### config.mk
export PLATFORM = sky130hd
export DESIGN_NAME = nsig_math
export DESIGN_NICKNAME = d
export VERILOG_FILES = /design/src/nsig_pkg.sv /design/src/nsig_math.sv
export SDC_FILE = /design/constraint.sdc
export NUM_CORES = 2
export LEC_CHECK = 0
export ABC_AREA = 1
export BUFFER_PORTS_ARGS = -buffer_cell sky130_fd_sc_hd__buf_2
export CAP_MARGIN = 0
export CORE_MARGIN = 2
export CORE_UTILIZATION = 60
export DETAILED_ROUTE_END_ITERATION = 7
export MAX_ROUTING_LAYER = met4
export PLACE_DENSITY = 0.85
export SETUP_SLACK_MARGIN = 0.5
export SYNTH_ARGS = -nofsm -noshare
export SYNTH_HDL_FRONTEND = slang
export SYNTH_SLANG_ARGS = --single-unit
export TNS_END_PERCENT = 100
### constraint.sdc
create_clock -name clk -period 5.21 [get_ports clk]
set_input_delay 0.521 -clock clk [delete_from_list [all_inputs] [get_ports clk]]
set_output_delay 0.521 -clock clk [all_outputs]
set_load 0.05 [all_outputs]
### src/nsig_pkg.sv
// ============================================================================
// nsig_pkg: shared types and constants for the noise sigma estimator
// Frame geometry limits, field widths, fixed-point constants, state
// encodings for the top level and math unit, and the geometry clamp.
// ============================================================================
`default_nettype none

package nsig_pkg;

  // Geometry and pixel format
  localparam int MAX_WIDTH    = 4096;
  localparam int HEIGHT_LIMIT = 4096;
  localparam int PIXEL_BITS   = 8;
  localparam int GEO_BITS     = 13;
  localparam int COL_BITS     = $clog2(MAX_WIDTH);
  localparam int ROW_BITS     = $clog2(HEIGHT_LIMIT);

  // Configuration register indexes
  localparam int CFG_IDX_BITS = 1;
  localparam logic [CFG_IDX_BITS-1:0] REG_FRAME_WIDTH  = 1'd0;
  localparam logic [CFG_IDX_BITS-1:0] REG_FRAME_HEIGHT = 1'd1;
  localparam logic [GEO_BITS-1:0]     RESET_WIDTH      = 13'd640;
  localparam logic [GEO_BITS-1:0]     RESET_HEIGHT     = 13'd480;

  // Mask response: positive and negative halves each fit in PIXEL_BITS+3
  localparam int RESP_BITS = PIXEL_BITS + 3;

  // Result widths
  localparam int SUM_BITS   = 36;
  localparam int SIGMA_BITS = 26;

  // sqrt(pi/2) as unsigned Q32
  localparam int K_BITS = 33;
  localparam logic [K_BITS-1:0] SQRT_HALF_PI_Q32 = 33'd5382943231;

  // Math unit widths
  localparam int HALF_BITS = SUM_BITS / 2;
  localparam int PART_BITS = (SUM_BITS - HALF_BITS) + K_BITS;
  localparam int NUM_BITS  = SUM_BITS + K_BITS;
  localparam int FRAC_BITS = 16;
  localparam int NSH_BITS  = NUM_BITS - FRAC_BITS;
  localparam int DEN_BITS  = COL_BITS + ROW_BITS + 3;
  localparam int CNT_BITS  = $clog2(SIGMA_BITS);

  // Top level sequencer
  typedef enum logic [1:0] {
    S_IDLE,
    S_CALC,
    S_MATH
  } top_state_t;

  // Math unit phases
  typedef enum logic [2:0] {
    M_IDLE,
    M_MUL_LO,
    M_MUL_HI,
    M_SUM,
    M_CHECK,
    M_DIV,
    M_DONE
  } math_phase_t;

  // Clamp a geometry register: zero counts as one, large values saturate
  function automatic logic [GEO_BITS-1:0] geo_limit(input logic [GEO_BITS-1:0] value,
                                                    input logic [GEO_BITS-1:0] limit);
    logic [GEO_BITS-1:0] res;
    if (value == '0) begin
      res = GEO_BITS'(1);
    end else if (value > limit) begin
      res = limit;
    end else begin
      res = value;
    end
    return res;
  endfunction

endpackage

`default_nettype wire

### src/nsig_math.sv
// ============================================================================
// nsig_math: end-of-frame sigma computation
// sigma = floor(sum * K / (6*(w-2)*(h-2) * 2^16)), saturated to 26 bits.
// Two 18x33 partial products, then a restoring divide, one bit per cycle.
// ============================================================================
`default_nettype none

module nsig_math (
  input  logic                           clk,
  input  logic                           rst,
  input  logic                           start,
  input  logic                           undersized,
  input  logic [nsig_pkg::SUM_BITS-1:0]  sum,
  input  logic [nsig_pkg::COL_BITS-1:0]  w_m2,
  input  logic [nsig_pkg::ROW_BITS-1:0]  h_m2,
  input  logic                           take,
  output logic                           done,
  output logic [nsig_pkg::SIGMA_BITS-1:0] sigma
);
  import nsig_pkg::*;

  math_phase_t phase, phase_next;

  logic [SUM_BITS-1:0]          sum_q;
  logic [COL_BITS-1:0]          wm2;
  logic [ROW_BITS-1:0]          hm2;
  logic [PART_BITS-1:0]         prod;
  logic [COL_BITS+ROW_BITS-1:0] dprod;
  logic [NUM_BITS-1:0]          num;
  logic [DEN_BITS-1:0]          den;
  logic [DEN_BITS-1:0]          rem;
  logic [SIGMA_BITS-1:0]        dvd;
  logic [CNT_BITS-1:0]          cnt;

  logic [NSH_BITS-1:0] nshift;
  logic                sat;
  logic [DEN_BITS:0]   trial;
  logic                ge;
  logic [DEN_BITS:0]   diff;

  // Scaled numerator, overflow check and one restoring divide step
  always_comb begin
    nshift = num[NUM_BITS-1:FRAC_BITS];
    sat    = {1'b0, nshift} >= (NSH_BITS+1)'({den, {SIGMA_BITS{1'b0}}});
    trial  = {rem, dvd[SIGMA_BITS-1]};
    ge     = trial >= {1'b0, den};
    diff   = trial - {1'b0, den};
  end

  assign done = (phase == M_DONE);

  // Phase register
  always_ff @(posedge clk) begin
    if (rst) begin
      phase <= M_IDLE;
    end else begin
      phase <= phase_next;
    end
  end

  // Phase sequencing
  always_comb begin
    phase_next = phase;
    unique case (phase)
      M_IDLE: begin
        if (start) begin
          phase_next = undersized ? M_DONE : M_MUL_LO;
        end
      end
      M_MUL_LO: phase_next = M_MUL_HI;
      M_MUL_HI: phase_next = M_SUM;
      M_SUM:    phase_next = M_CHECK;
      M_CHECK:  phase_next = sat ? M_DONE : M_DIV;
      M_DIV: begin
        if (cnt == CNT_BITS'(SIGMA_BITS - 1)) begin
          phase_next = M_DONE;
        end
      end
      M_DONE: begin
        if (take) begin
          phase_next = M_IDLE;
        end
      end
      default: phase_next = M_IDLE;
    endcase
  end

  // Datapath
  always_ff @(posedge clk) begin
    unique case (phase)
      M_IDLE: begin
        if (start) begin
          sum_q <= sum;
          wm2   <= w_m2;
          hm2   <= h_m2;
          sigma <= '0;
        end
      end
      M_MUL_LO: begin
        prod  <= PART_BITS'(sum_q[HALF_BITS-1:0]) * PART_BITS'(SQRT_HALF_PI_Q32);
        dprod <= (COL_BITS+ROW_BITS)'(wm2) * (COL_BITS+ROW_BITS)'(hm2);
      end
      M_MUL_HI: begin
        num  <= NUM_BITS'(prod);
        prod <= PART_BITS'(sum_q[SUM_BITS-1:HALF_BITS]) * PART_BITS'(SQRT_HALF_PI_Q32);
        den  <= (DEN_BITS'(dprod) << 2) + (DEN_BITS'(dprod) << 1);
      end
      M_SUM: begin
        num <= num + (NUM_BITS'(prod) << HALF_BITS);
      end
      M_CHECK: begin
        if (sat) begin
          sigma <= '1;
        end else begin
          rem <= DEN_BITS'(nshift >> SIGMA_BITS);
          dvd <= nshift[SIGMA_BITS-1:0];
          cnt <= '0;
        end
      end
      M_DIV: begin
        rem <= ge ? diff[DEN_BITS-1:0] : trial[DEN_BITS-1:0];
        dvd <= {dvd[SIGMA_BITS-2:0], ge};
        cnt <= cnt + CNT_BITS'(1);
        if (cnt == CNT_BITS'(SIGMA_BITS - 1)) begin
          sigma <= {dvd[SIGMA_BITS-2:0], ge};
        end
      end
      M_DONE: begin
      end
      default: begin
      end
    endcase
  end

`ifndef SYNTHESIS
  // Partial remainder always stays below the divisor
  a_rem_below_den: assert property (@(posedge clk) disable iff (rst)
    (phase == M_DIV) |-> (rem < den))
    else $error("nsig_math: remainder not below divisor");

  // A new frame only starts the unit when it is free
  a_start_when_idle: assert property (@(posedge clk) disable iff (rst)
    start |-> (phase == M_IDLE))
    else $error("nsig_math: start while busy");

  // Divisor is nonzero whenever the quotient is formed
  a_den_nonzero: assert property (@(posedge clk) disable iff (rst)
    (phase == M_CHECK) |-> (den != '0))
    else $error("nsig_math: zero divisor");
`endif

endmodule

`default_nettype wire

==> out/results.ini <==
[min_path]
hold_start=sum[9]
min_path_type=input pin to register
min_to=sum_q[9]
holdPathStages=1

[timing]
report.final.hold_viol_count=0
fmax_mhz=174
setup_ws_ps=-522
relSlewSlack_pct=22.1
setup_tns_ps=-17150
drv_slew=0
skew_ps=34.6
setup_viol=51
rsz0062_at_grt=yes
period_share_pct=110
worst_slew_pin_slew_ps=1170
min_period_ps=5730

[clock_tree]
cts.path.max_buffers=3
ctsHoldBuffers=0
cts-root-buf=clkbuf_16
clk_pin_slew_worst_paths_ps=70
insertion_delay_ps=600
htree_levels=2
cts_num_sinks=301
cts_buffers=39
cts_tree=built

[detailed_routing]
drt_iter0_markers=4988
vias_per_cell=5.89
wirelength_mm=170
dr.pass1.iters=7
vias=43015
ant_nets=0
wire_per_inst_um=23.3
drc=0

[setup_path]
reg2regPathDepth=17
cp_max_fo=6
cp.arrival_ps=6040
rrSetupSlack_ps=-520
cp-start-kind=register
rr_endpoint=dprod[22]
crit_path_end_kind=register
path_class=register to register
required_ps=5520
r2r-start=wm2[3]

[layout]
syn_to_final_growth_pct=23.6
final_area_um2=54600
drive_gt1_share_pct=21.9
fin_nets=7434

[die]
initial_core_util_pct=60.6
die_y_um=275
rows=99
die_area_um2=75700
die_w_um=275
ios=92
core_um2=72800

[synth]
yosys.cell_types.count=53
synth_enable_flop_cells=298
ys_top_cells_by_count=nand2_1 (1466), inv_1 (1289), ha_1 (603)
syn_inst=5657
synthTopCellsByArea=fa_1 (21%), edfxtp_1 (20%), ha_1 (17%)
syn-num-nets=6786
synth_seq_cells=301
yosysMostFrequentCell=nand2_1
async_reset_ff_share_pct=0
synth_ff_type=edfxtp_1
synth_largest_area_cell=fa_1
synth_area_um2=44100
synth.avg_cell_area_um2=7.80
yosysWarnings=0
ys_seq_area_share_pct=20.4
synth_top_area_share_pct=20.9

[grt]
track_usage_pct=42.9
grt_start_max_net_pins=62
grt_pass1_vias=41517
antenna_found_initial=6
overflow=0
grt_pass1_wl_mm=238

[placed_design]
dp_hpwl_mm=125
port_buffers=91
gp_congestion=1.04
dpl_cell_area_um2=49700

[outcome]
violations=negative setup slack
status=finished with violations

[run]
maxCapViolCount=0

==> how the worst max path moves through the flow <==
stage | startpoint | endpoint
2_1_floorplan | sum_q[28] | prod[39]
4_1_cts | sum_q[9] | prod[45]
3_3_place_gp | sum_q[16] | prod[38]
6_report | wm2[3] | dprod[22]
3_5_place_dp | sum_q[27] | prod[33]
5_1_grt | sum_q[27] | prod[38]
==> cell usage in the layout, fill, tap and decap left out, types with 6 or more instances in the layout <==
cell | Yosys | layout
buf_4 | 0 | 516
buf_2 | 4 | 91
nand3b_1 | 18 | 18
nand3_1 | 225 | 195
buf_12 | 0 | 8
a21o_1 | 18 | 18
inv_2 | 4 | 85
ha_1 | 603 | 522
nand2_2 | 4 | 127
nand3_2 | 8 | 32
o21ai_1 | 13 | 36
o21ai_2 | 4 | 30
fa_2 | 0 | 27
xor2_1 | 47 | 37
fa_1 | 461 | 434
clkinv_1 | 2 | 6
o21bai_1 | 30 | 23
ha_2 | 0 | 17
a21oi_1 | 281 | 209
nand2_4 | 0 | 39
nor2_1 | 400 | 328
nor2_2 | 6 | 39
nor2_4 | 0 | 39
a21oi_2 | 0 | 47
edfxtp_1 | 298 | 298
nand4_1 | 68 | 68
a21oi_4 | 1 | 26
nor3_2 | 2 | 8
xor2_2 | 0 | 10
nand2_1 | 1466 | 1302
or2_2 | 17 | 14
o21ai_0 | 193 | 139
nor3_4 | 1 | 6
nor3_1 | 30 | 19
clkbuf_16 | 0 | 40
buf_6 | 2 | 54
xnor2_1 | 48 | 45
ha_4 | 0 | 64
nand3_4 | 1 | 7
inv_1 | 1289 | 1206
==> layout make-up <==
type / instances / area, um^2
repair buffers: 669 / 5100
clock inverters: 25 / 249
well taps: 959 / 1200
clock buffers: 45 / 1020
inverters: 1295 / 4870
flip-flops and latches: 301 / 9010
diodes: 5 / 12.5
fillers: 5207 / 18300
multi-input cells: 3999 / 33100
==> flip-flops by register name, indices dropped and copies added, names as in the netlist, 24 cells and up <==
register,count
num,53
prod,51
sum_q,36
rem,27
den,26
dvd,26
sigma,26
dprod,24
==> cells by family after synthesis <==
group           Yosys count  share of synthesized area (%)
mux                       3                         0.0737
fa+ha+maj              1064                           38.0
simple gates           2269                           21.1
compound gates          568                           6.93
flops                   301                           20.4
xor+xnor                 95                           1.89
buf+inv                1357                           11.6
==> through the flow <==
| step | hold WS, ps | setup slack, ps | instances | utilization [%] |
|---|---|---|---|---|
| floorplan | 433 | 10.0 | 5657 | - |
| global placement | 511 | -555 | 7103 | 68.3 |
| detailed placement | 527 | -577 | 7103 | 68.3 |
| CTS | 75.2 | -287 | 7245 | 72.7 |
| global route | 86.8 | -619 | 7296 | 74.9 |
| finish | 93.6 | -522 | 7298 | 74.9 |
==> routing by layer <==
layer  routed length, um  vias to the layer above  part of all wire (%)  global-route usage [%]
li1                    -                    19009                     -                       -
met1               65500                    20335                    38                    56.0
met2               74000                     2898                    43                    65.8
met3               20600                      773                    12                    9.94
met4               10200                        0                   6.0                    14.5
met5                   0                        -                     0                       -
==> worst max-delay path, stage by stage, from the launching register on <==
cell	delay (ps)
edfxtp_1	440
buf_6	180
nand2_1	360
fa_1	680
fa_1	640
inv_2	50
fa_1	550
inv_2	50
fa_1	580
inv_2	120
fa_1	660
ha_4	270
a21oi_4	180
o21a_1	220
nand2_1	90
nand2_1	70
o211ai_1	100
xor2_1	190
==> what timing repair did <==
| item | CTS | global route |
|---|---|---|
| hold endpoints to repair | 0 | 0 |
| buffers inserted | 72 | 48 |
| setup endpoints to repair | 54 | 56 |
| resized for setup | 351 | 324 |
| pin swaps | 156 | 166 |
Power is left out: the tool's default activity adds up to more than one toggle a clock period on the data nets, which glitch-free logic cannot reach.
